**src/dsm_pkg.sv**
```systemverilog
`timescale 1ns / 1ps
// Shared types and constants for the duration statistics monitor.
// Used by the controller, the datapath and the top level; no dependencies.
package dsm_pkg;

    localparam int DUR_W  = 32;
    localparam int SUM_W  = 48;
    localparam int HITS_W = 32;
    localparam int CNT_W  = 16;
    localparam int MODE_W = 2;
    localparam int PCT_W  = 7;
    localparam int FAC_W  = CNT_W + 1;
    localparam int DH_W   = DUR_W + HITS_W;
    localparam int LHS_W  = DH_W + PCT_W;
    localparam int RHS_W  = SUM_W + FAC_W;
    localparam int OUT_W  = HITS_W + SUM_W + DUR_W + DUR_W;

    localparam logic [PCT_W-1:0] PCT_BASE = PCT_W'(100);

    localparam logic [MODE_W-1:0] MODE_CUMULATIVE = 2'd0;
    localparam logic [MODE_W-1:0] MODE_INTERVAL   = 2'd1;
    localparam logic [MODE_W-1:0] MODE_ABOVE_AVG  = 2'd2;

    localparam logic CFG_STAT_MODE       = 1'b0;
    localparam logic CFG_REPORT_INTERVAL = 1'b1;

    typedef enum logic [1:0] {
        S_IDLE,
        S_MUL1,
        S_MUL2,
        S_CMP
    } t_state;

    typedef struct packed {
        logic update;
        logic mul1;
        logic mul2;
        logic finish;
    } t_dp_cmd;

endpackage

```
**src/dsm_ctrl.sv**
```systemverilog
`timescale 1ns / 1ps
// Controller for the duration statistics monitor: sequences update,
// multiply and finish steps and owns the output valid flag. Uses dsm_pkg.
module dsm_ctrl import dsm_pkg::*; (
    input  logic              i_clk,
    input  logic              i_rst_n,
    input  logic [MODE_W-1:0] i_stat_mode,
    input  logic              i_s_tvalid,
    output logic              o_s_tready,
    output logic              o_m_tvalid,
    input  logic              i_m_tready,
    output t_dp_cmd           o_cmd
);

    t_state r_state, n_state;
    logic   r_valid, n_valid;

    always_comb begin
        n_state = r_state;
        unique case (r_state)
            S_IDLE: begin
                if (i_s_tvalid) begin
                    n_state = (i_stat_mode == MODE_ABOVE_AVG) ? S_MUL1 : S_CMP;
                end
            end
            S_MUL1: n_state = S_MUL2;
            S_MUL2: n_state = S_CMP;
            S_CMP: begin
                if (!r_valid || i_m_tready) begin
                    n_state = S_IDLE;
                end
            end
            default: n_state = S_IDLE;
        endcase
    end

    always_comb begin
        o_s_tready    = (r_state == S_IDLE);
        o_cmd.update  = (r_state == S_IDLE) && i_s_tvalid;
        o_cmd.mul1    = (r_state == S_MUL1);
        o_cmd.mul2    = (r_state == S_MUL2);
        // hold the finished item until the output register is free
        o_cmd.finish  = (r_state == S_CMP) && (!r_valid || i_m_tready);
    end

    always_comb begin
        n_valid = r_valid;
        if (o_cmd.finish) begin
            n_valid = 1'b1;
        end else if (r_valid && i_m_tready) begin
            n_valid = 1'b0;
        end
    end

    always_ff @(posedge i_clk) begin
        if (!i_rst_n) begin
            r_state <= S_IDLE;
            r_valid <= 1'b0;
        end else begin
            r_state <= n_state;
            r_valid <= n_valid;
        end
    end

    assign o_m_tvalid = r_valid;

endmodule

```
**config.mk**
```make
export PLATFORM = sky130hd
export DESIGN_NAME = dsm_ctrl
export DESIGN_NICKNAME = d
export VERILOG_FILES = /design/src/dsm_pkg.sv /design/src/dsm_ctrl.sv
export SDC_FILE = /design/constraint.sdc
export NUM_CORES = 1
export LEC_CHECK = 0
export BUFFER_PORTS_ARGS = -buffer_cell sky130_fd_sc_hd__buf_2
export CAP_MARGIN = 20
export CORE_AREA = 2 2 39 41
export DETAILED_ROUTE_END_ITERATION = 10
export DIE_AREA = 0 0 41 43
export REMOVE_ABC_BUFFERS = 1
export SLEW_MARGIN = 20
export SYNTH_ARGS = -nofsm -noshare
export SYNTH_HDL_FRONTEND = slang
export SYNTH_SLANG_ARGS = --single-unit
```
**constraint.sdc**
```tcl
create_clock -name i_clk -period 1.1 [get_ports i_clk]
set_clock_uncertainty 0.05 [all_clocks]
set_input_delay 0.165 -clock i_clk [delete_from_list [all_inputs] [get_ports i_clk]]
set_output_delay 0.165 -clock i_clk [all_outputs]
set_load 0.05 [all_outputs]
```
== Yosys cells after proc, flatten, opt, wreduce, memory -nomap -nowiden ==
Cells that the tools add are included.
W data, S select, Z words.
Word-level totals
  register bits: 3
  input bits: 6
  output and inout bits: 6
Cells by class
  equality and inequality tests: 6
  mux-type cells: 6
  reduce and logical (&&, ||, !) cells: 8
Operator list (count)
  $pmux W2 S4: 1
  $eq A2 B2 Y1 const B: 3
  $mux W2: 3
  $logic_and A1 B1 Y1: 3
  $eq A2 B1 Y1 const B: 1
  $logic_not A2 Y1: 1
  $mux W1: 2
  $ne A2 B1 Y1 const B: 1
  $ne A2 B2 Y1 const B: 1
  $reduce_and A2 Y1: 1
  $reduce_bool A2 Y1: 1
  $logic_not A1 Y1: 1
  $logic_or A1 B1 Y1: 1

== Logic depth before layout (Yosys ltp) ==
Gate-level depths: netlist (run 1).
  depth in word-level cells: 4
  depth in mapped cells: 5
  mapped depth without buffers: 5

== Least setup slack after synthesis (run 1) ==
No wires, ideal clock.
  path type: flip-flop to output port
  start: reg r_state[0]
  end: out o_cmd[3] in the netlist's numbering
  data arrival time: 1.471 ns
  required time: 0.885 ns
  setup slack: -0.586 ns
  cell stages (with the launch flop): 4
  path buffers: 0
  cells stage by stage: dfxtp_1 inv_1 ha_1 and2_1
RTL lines
  start: declaration: line dsm_ctrl.sv:15  | t_state r_state, n_state;
  start signal: assignment: line dsm_ctrl.sv:60  | r_state <= n_state;
  end: declaration: line dsm_ctrl.sv:12  | output t_dp_cmd o_cmd

==> results of run 1 <==
## worst max-delay path: cells and delay by family (launching register included)
kind,cells,cell delay (ps)
adder cells (fa/ha/maj),1,160
buffers and inverters,2,190
flip-flops,1,380
AND/OR/NAND/NOR,1,130
## cells by family (layout without fill, tap and decap cells)
| group | after synthesis | after routing | synth area share (%) |
|---|---|---|---|
| compound gates | 7 | 7 | 22.87 |
| fa+ha+maj | 5 | 5 | 26.60 |
| simple gates | 5 | 5 | 11.17 |
| buf+inv | 5 | 24 | 9.574 |
| flops | 3 | 3 | 25.53 |
| mux | 1 | 1 | 4.255 |
## Yosys cell counts
library cell  n  share of area (%)
a21oi_2       1                3.7
mux2i_1       1                4.3
o21ai_0       1                2.1
inv_1         4                6.4
ha_1          5                 27
a21boi_0      2                6.4
nand2_1       3                4.8
and2_1        1                2.7
o31a_1        1                3.7
and3b_1       1                3.7
dfxtp_1       3                 26
buf_4         1                3.2
o21a_1        1                3.2
o221ai_1      1                3.7
## metal layers
| metal | part of all wire, % | vias to the layer above | track usage, % |
|---|---|---|---|
| li1 | - | 125 | - |
| met1 | 35 | 116 | 6.709 |
| met2 | 63 | 3 | 12.50 |
| met3 | 2.3 | 0 | 3.141 |
| met4 | 0 | 0 | 6.000 |
| met5 | 0 | - | 0 |
## power groups by stage
stage | sequential [mW] | combinational [mW] | clock (mW)
after floorplan | 0.188 | 0.537 | 0
after global placement | 0.187 | 0.715 | 0
after detailed placement | 0.190 | 0.716 | 0
after CTS | 0.239 | 0.990 | 0.202
after global routing | 0.257 | 1.19 | 0.213
final | 0.248 | 1.12 | 0.192
## what timing repair did
action                     4_1_cts  5_1_grt
hold endpoints to repair         0        0
gates resized for setup         27       13
setup endpoints to repair        7        9
setup buffers                    2        0
pin swaps                        2        2
## area by class of cell
type,instances,area [µm²]
multi-input cells,18,230.2
fillers,141,878.3
well taps,16,20.02
clock buffers,4,26.28
inverters,4,20.02
flip-flops and latches,3,67.56
repair buffers,16,141.4
## registers in the layout, summed over array words and instances (netlist names)
| signal | count |
|---|---|
| o_m_tvalid | 1 |
| r_state | 2 |
## worst paths after layout
path	endpoint	slack (ps)	depth (start not counted)
worst min-delay path	r_state[1]	180	3
worst max register to register	r_state[0]	-180	5
worst max-delay path	o_cmd[3]	-210	4
worst min register to register	r_state[1]	490	2
==> impl_metrics.py, run 1 <==
metrics = {
    "outcome": {
        "outcome": "complete, but fails checks",
        "violations": "setup timing",
    },
    "placement": {
        "io_buffers": 11,
        "dp_slack_ps": -194.6,
        "dp_hpwl_um": 403.3,
        "place_area_um2": 325.3,
        "place_inst": 55,
        "gp_congestion": 0.6766,
    },
    "yosys": {
        "synthCells": 26,
        "synth-seq-area-share_pct": 25.53,
        "syn_area_per_cell_um2": 9.047,
        "ys.warnings.count": 0,
        "ys_types": 14,
        "ys_ff_latch": 3,
        "syn_area_um2": 235.2,
    },
    "drt": {
        "vias": 244,
        "via_per_inst": 4.000,
        "drtPass1Iterations": 1,
        "drc_errors": 0,
        "drt_iter0_markers": 0,
        "routed_wl_um": 566,
        "ant_nets": 0,
        "wire_per_inst_um": 9.279,
    },
    "sta": {
        "final.setup.worst_slack_ps": -209.0,
        "slew_headroom_pct": 87.36,
        "hold_violations": 0,
        "grt_setup_unrepaired": "yes",
        "fmax_mhz": 764.0,
        "period_minus_slack_ps": 1309,
        "tightest_slew_ps": 189.3,
        "setup_violations": 7,
        "setup_tns_ps": -1124,
        "min_period_over_period_pct": 119.0,
        "timing.hold.ws_ps": 180.8,
        "final-max-slew-violation-count": 0,
    },
    "final_layout": {
        "layout_common_cells": "buf_2, buf_4, ha_4",
        "final_cells": 61,
        "nets": 57,
        "layout-drive-gt1-share_pct": 68.89,
        "antenna_cells": 0,
        "fin_util_pct": 36.53,
        "area_growth_pct": 114.9,
        "stdcell_area_um2": 505.5,
    },
    "setup_path": {
        "cp_max_fo": 4,
        "crit_slowest_cell": "dfxtp_4",
        "crit_chain": "inv_4, ha_4, and2_4, buf_8",
        "slowest_delay_ps": 380,
        "crit_required_ps": 880,
        "crit_start": "r_state[0]",
        "cp-start-kind": "flip-flop",
        "arrival_ps": 1090,
        "critical_path.endpoint_type": "output port",
        "r2r-start": "r_state[0]",
        "setup.worst_path.class": "flip-flop to output port",
    },
    "power_and_ir_drop": {
        "peakVddDrop_mv": 0.8252,
        "cellLeakagePower_nw": 0.2242,
        "powerDensity_mw_per_mm2": 3087,
        "clkPwrFrac_pct": 12.3,
        "p_switching_mw": 0.7242,
        "seqPwrFrac_pct": 15.9,
        "power.total_mw": 1.561,
        "sw_frac_of_total_pct": 46.41,
        "p_comb_share_pct": 71.9,
        "internal_power_mw": 0.8363,
    },
    "worst_hold_path": {
        "min_from": "i_rst_n",
        "min_path_type": "input port to flip-flop",
    },
    "clocking": {
        "cts_made_buffers": 3,
        "clock-root-buffer": "clkbuf_4",
        "clock_path_buffers": 2,
        "numClockSinks": 3,
        "ctsHoldBuffers": 0,
        "path_clk_slew_ps": 40,
        "cts_tree": "yes",
        "htree_levels": 1,
        "clk_latency_ps": 230,
    },
    "global_routing": {
        "grt_pass1_vias": 228,
        "grt_start_max_net_pins": 6,
        "grtUsageTotal_pct": 7.615,
        "grt_pass1_wl_um": 862,
        "antenna_found_initial": 0,
        "overflow": 0,
    },
    "die": {
        "die_area_mm2": 0.001763,
        "dieWidth_um": 41,
        "die_h_um": 43,
        "design.core.area_mm2": 0.001384,
        "rows": 14,
        "io_pins": 12,
        "initial_core_util_pct": 17.00,
    },
    "run": {
        "drv_cap": 0,
    },
}
Note: power is estimated with default switching activity, not from simulation.
==> run 2: changes to the inputs <==
--- a/config.mk
+++ b/config.mk
@@ -7,9 +7,12 @@
 export LEC_CHECK = 0
 export BUFFER_PORTS_ARGS = -buffer_cell sky130_fd_sc_hd__buf_2
 export CAP_MARGIN = 20
+export CELL_PAD_IN_SITES_DETAIL_PLACEMENT = 1
+export CELL_PAD_IN_SITES_GLOBAL_PLACEMENT = 1
 export CORE_AREA = 2 2 39 41
 export DETAILED_ROUTE_END_ITERATION = 10
 export DIE_AREA = 0 0 41 43
+export PLACE_DENSITY_LB_ADDON = 0.1
 export REMOVE_ABC_BUFFERS = 1
 export SLEW_MARGIN = 20
 export SYNTH_ARGS = -nofsm -noshare
==> run 2 against run 1 <==
The run still ends with setup timing left; core utilization down 0.72 points; via count up 4.1%; power up 2.1%; final cell count up 1.6%; hold slack worse by 2.5 ps; sequential cell count unchanged; non-clock buffer count up 1.
==> impl_metrics.py, run 2 (synthesized netlist as in run 1, its figures left out) <==
metrics = {
    "outcome": {
        "outcome": "complete, but fails checks",
        "violations": "setup timing",
    },
    "final_layout": {
        "antenna_cells": 0,
        "layout_common_cells": "buf_4, buf_2, ha_4",
        "fin_util_pct": 35.80,
        "area_growth_pct": 110.6,
        "nets": 58,
        "layout-drive-gt1-share_pct": 69.57,
        "layout_commonest_cell": "buf_4",
        "multiInputGateArea_um2": 222.7,
        "n_fill_cell": 161,
        "largest_reg_flops": 2,
        "regMostFlops": "r_state",
        "regArea_um2": 67.56,
        "final_cells": 62,
    },
    "die": {
        "dieWidth_um": 41,
        "design.core.area_mm2": 0.001384,
        "io_pins": 12,
        "rows": 14,
        "initial_core_util_pct": 17.00,
        "die_h_um": 43,
        "die_area_mm2": 0.001763,
    },
    "power_and_ir_drop": {
        "sw_frac_of_total_pct": 47.44,
        "cellLeakagePower_nw": 0.2243,
        "p_switching_mw": 0.7558,
        "internal_power_mw": 0.8374,
        "p_comb_share_pct": 72.6,
        "powerDensity_mw_per_mm2": 3215,
        "clkPwrFrac_pct": 12.0,
        "peakVddDrop_mv": 1.182,
        "seqPwrFrac_pct": 15.4,
    },
    "drt": {
        "wire_per_inst_um": 12.26,
        "drc_errors": 0,
        "vias": 254,
        "routed_wl_um": 760,
        "ant_nets": 0,
        "drtPass1Iterations": 1,
        "via_per_inst": 4.097,
        "drt_iter0_markers": 0,
    },
    "global_routing": {
        "grt_pass1_wl_mm": 1.193,
        "grt_pass1_vias": 257,
        "antenna_found_initial": 0,
        "grt_start_max_net_pins": 5,
        "overflow": 0,
        "grtUsageTotal_pct": 10.73,
    },
    "sta": {
        "hold_violations": 0,
        "slew_headroom_pct": 83.21,
        "setup_tns_ps": -1225,
        "fmax_mhz": 764.3,
        "tightest_slew_ps": 253.5,
        "min_period_over_period_pct": 118.9,
        "setup_violations": 7,
        "grt_setup_unrepaired": "yes",
        "period_minus_slack_ps": 1308,
        "final.setup.worst_slack_ps": -208.4,
        "final-max-slew-violation-count": 0,
    },
    "worst_hold_path": {
        "min_from": "i_rst_n",
        "min_path_cells": 3,
        "min_path_type": "input port to flip-flop",
        "hold-path-endpoint": "r_state[1]",
    },
    "setup_path": {
        "r2r_end": "r_state[0]",
        "crit_required_ps": 880,
        "setup.worst_path.class": "flip-flop to output port",
        "cp-start-kind": "flip-flop",
        "rrSetupSlack_ps": -170,
        "r2r-start": "r_state[0]",
        "arrival_ps": 1090,
        "r2r_cells": 5,
        "cp_max_fo": 3,
        "critical_path.endpoint_type": "output port",
    },
    "placement": {
        "io_buffers": 11,
        "place_inst": 56,
        "dp_hpwl_um": 511.4,
        "gp_congestion": 0.6780,
    },
    "clocking": {
        "ctsHoldBuffers": 0,
        "path_clk_slew_ps": 30,
        "clock_path_buffers": 2,
        "cts_tree": "yes",
        "clk_latency_ps": 230,
        "numClockSinks": 3,
        "htree_levels": 1,
        "cts_made_buffers": 3,
        "clock-root-buffer": "clkbuf_4",
    },
    "run": {
        "drv_cap": 0,
    },
}
## run 2: cell types whose count changed in the layout (fill, tap and decap cells not counted), sizes merged
| cell | change |
|---|---|
| buf | +1 |
## run 2: worst max path at each step
| stage | end | depth (start not counted) | start |
|---|---|---|---|
| 4_1_cts | o_cmd[3] | 4 | r_state[1] |
| 3_3_place_gp | r_state[0] | 4 | r_state[0] |
| 5_1_grt | o_cmd[3] | 4 | r_state[0] |
| 2_1_floorplan | o_cmd[0] | 2 | r_state[0] |
| 6_report | o_cmd[3] | 4 | r_state[0] |
| 3_5_place_dp | o_cmd[3] | 4 | r_state[1] |
## run 2: area by class of cell
| cell class | count | share of cell area [%] |
|---|---|---|
| clock buffer | 4 | 5.303 |
| inverter | 4 | 4.040 |
| multi-input combinational | 18 | 44.95 |
| sequential | 3 | 13.64 |
| tap | 16 | 4.040 |
| timing repair buffer | 17 | 28.03 |
## run 2: critical path, cell delays in order, from the launching register on
cell     delay (ps)
dfxtp_4         370
inv_4            50
ha_4            160
and2_4          130
buf_8           140
## run 2: timing repair
action,CTS,global route
setup endpoints to repair,7,7
gates resized for setup,28,5
setup buffers,1,1
pin swaps,1,2
## run 2: through the flow
step           worst slack (ps)  hold WS [ps]  power, mW  cell area (µm²)
6_report                 -208.4         178.3      1.593            495.5
5_1_grt                  -252.6         178.2      1.695            495.5
4_1_cts                  -208.5         167.2      1.484            461.7
3_5_place_dp             -216.6         419.7     0.9637            332.8
3_3_place_gp             -171.7         420.1     0.9382            332.8
2_1_floorplan            -837.7         262.1     0.7252            227.7
## run 2: power groups by stage
| stage | registers (mW) | clock network (mW) | logic [mW] |
|---|---|---|---|
| 2_1_floorplan | 0.188 | 0 | 0.537 |
| 5_1_grt | 0.255 | 0.218 | 1.22 |
| 6_report | 0.246 | 0.191 | 1.16 |
| 4_1_cts | 0.235 | 0.203 | 1.05 |
| 3_5_place_dp | 0.184 | 0 | 0.780 |
| 3_3_place_gp | 0.184 | 0 | 0.754 |
## run 2: per-layer routing
metal	GRT usage [%]	vias to the layer above	share of wire (%)
met4	2.000	0	0
met5	0	-	0
met1	12.50	122	36
met3	7.853	0	5.3
met2	15.63	6	58
li1	-	126	-
==> run 3: changes to the inputs <==
--- a/config.mk
+++ b/config.mk
@@ -12,7 +12,7 @@
 export CORE_AREA = 2 2 39 41
 export DETAILED_ROUTE_END_ITERATION = 10
 export DIE_AREA = 0 0 41 43
-export PLACE_DENSITY_LB_ADDON = 0.1
+export PLACE_DENSITY_LB_ADDON = 0.12
 export REMOVE_ABC_BUFFERS = 1
 export SLEW_MARGIN = 20
 export SYNTH_ARGS = -nofsm -noshare
==> run 3 against run 2 <==
The run still ends with setup timing left; clock power is 3% higher; sequential cell count stayed put; power is 3.9% higher; design area is 3.5% higher; first-iteration DRC count stayed put; final cell count is 1.6% higher; non-clock buffer count is 1 higher; setup slack worse by 30 ps; critical path type is now flip-flop to flip-flop.
==> impl_metrics.py, run 3 (synthesized netlist as in run 1, its figures left out) <==
metrics = {
    "sta": {
        "tightest_slew_ps": 246.8,
        "final.setup.worst_slack_ps": -238.2,
        "slew_headroom_pct": 83.66,
        "period_minus_slack_ps": 1338,
        "setup_violations": 8,
        "min_period_over_period_pct": 121.7,
        "hold_violations": 0,
        "final-max-slew-violation-count": 0,
        "fmax_mhz": 747.3,
        "grt_setup_unrepaired": "yes",
        "setup_tns_ps": -1262,
        "timing.hold.ws_ps": 171.1,
    },
    "global_routing": {
        "grtUsageTotal_pct": 11.42,
        "grt_pass1_wl_mm": 1.262,
        "grt_start_max_net_pins": 5,
        "overflow": 0,
        "antenna_found_initial": 0,
        "grt_pass1_vias": 279,
    },
    "clocking": {
        "path_clk_slew_ps": 40,
        "htree_levels": 1,
        "numClockSinks": 3,
        "clock_path_buffers": 2,
        "cts_tree": "yes",
        "clock-root-buffer": "clkbuf_4",
        "cts_made_buffers": 3,
        "clk_latency_ps": 230,
    },
    "die": {
        "dieWidth_um": 41,
        "io_pins": 12,
        "die_h_um": 43,
        "design.core.area_mm2": 0.001384,
        "initial_core_util_pct": 17.00,
        "die_area_mm2": 0.001763,
        "rows": 14,
    },
    "final_layout": {
        "nets": 59,
        "layout_common_cells": "buf_2, buf_6, ha_4, buf_4",
        "antenna_cells": 0,
        "regMostFlops": "r_state",
        "final_cells": 63,
        "layout-drive-gt1-share_pct": 70.21,
        "layout_commonest_cell": "buf_2",
        "largest_reg_flops": 2,
        "area_growth_pct": 118.1,
        "fin_util_pct": 37.07,
    },
    "setup_path": {
        "arrival_ps": 1410,
        "cp-start-kind": "flip-flop",
        "rrSetupSlack_ps": -240,
        "cp_max_fo": 3,
        "crit_required_ps": 1180,
        "path_buf_inv": 1,
        "crit_chain": "ha_4, buf_6, and3b_2, o31a_1, o21a_1",
        "slowest_delay_ps": 360,
        "critPathTopFamily": "flip-flops",
        "setup.worst_path.class": "flip-flop to flip-flop",
        "critical_path.endpoint_type": "flip-flop",
        "crit_slowest_cell": "dfxtp_4",
    },
    "power_and_ir_drop": {
        "powerDensity_mw_per_mm2": 3226,
        "peakVddDrop_mv": 1.258,
        "cellLeakagePower_nw": 0.2345,
    },
    "run": {
        "drv_cap": 0,
    },
    "placement": {
        "place_inst": 56,
        "gp_congestion": 0.6718,
        "io_buffers": 11,
        "dp_slack_ps": -199.4,
        "dp_hpwl_um": 525.9,
    },
    "outcome": {
        "violations": "setup timing",
        "outcome": "complete, but fails checks",
    },
    "drt": {
        "drtPass1Iterations": 1,
        "drc_errors": 0,
        "drt_iter0_markers": 0,
        "wire_per_inst_um": 11.35,
        "vias": 257,
        "via_per_inst": 4.079,
        "routed_wl_um": 715,
        "ant_nets": 0,
    },
    "worst_hold_path": {
        "min_path_type": "input port to flip-flop",
    },
}
==> run 3: area by class of cell <==
class | count | area, µm²
clock buffer | 4 | 26.28
fill | 156 | 870.8
inverter | 4 | 20.02
multi-input combinational | 18 | 217.7
sequential | 3 | 67.56
tap | 16 | 20.02
timing repair buffer | 18 | 161.4
==> run 3: tightest hold or removal path, stage by stage <==
cell	delay (ps)
buf_2	130
nand2_1	60
mux2i_1	60
==> run 3: worst paths after layout <==
kind,depth (start not counted),endpoint,from
max,5,r_state[0],r_state[1]
min,3,r_state[1],i_rst_n
max reg2reg,5,r_state[0],r_state[1]
min reg2reg,2,o_m_tvalid,o_m_tvalid
==> run 3: per-stage QoR <==
step | instance area, µm² | total power, mW
3_5_place_dp | 332.8 | 0.9545
3_3_place_gp | 332.8 | 0.9312
4_1_cts | 476.7 | 1.559
5_1_grt | 513.0 | 1.781
2_1_floorplan | 227.7 | 0.7252
6_report | 513.0 | 1.655
==> run 3: what timing repair did <==
item / in CTS / in global routing
setup endpoints to repair: 7 / 9
setup buffers: 2 / 1
pin swaps: 2 / 0
resized for setup: 32 / 6
hold buffers: 0 / 0
cloned: 0 / 0
==> run 3: report_power, final <==
group	internal, mW	total (mW)	switching, mW
Combinational	0.598	1.22	0.622
Sequential	0.169	0.239	0.0701
Clock	0.136	0.196	0.0596
==> run 3: layer usage <==
metal / part of all wire, % / global-route usage, %
met5: 0 / 0
met2: 53 / 16.25
met3: 8.7 / 8.377
met1: 38 / 12.78
met4: 0 / 4.000
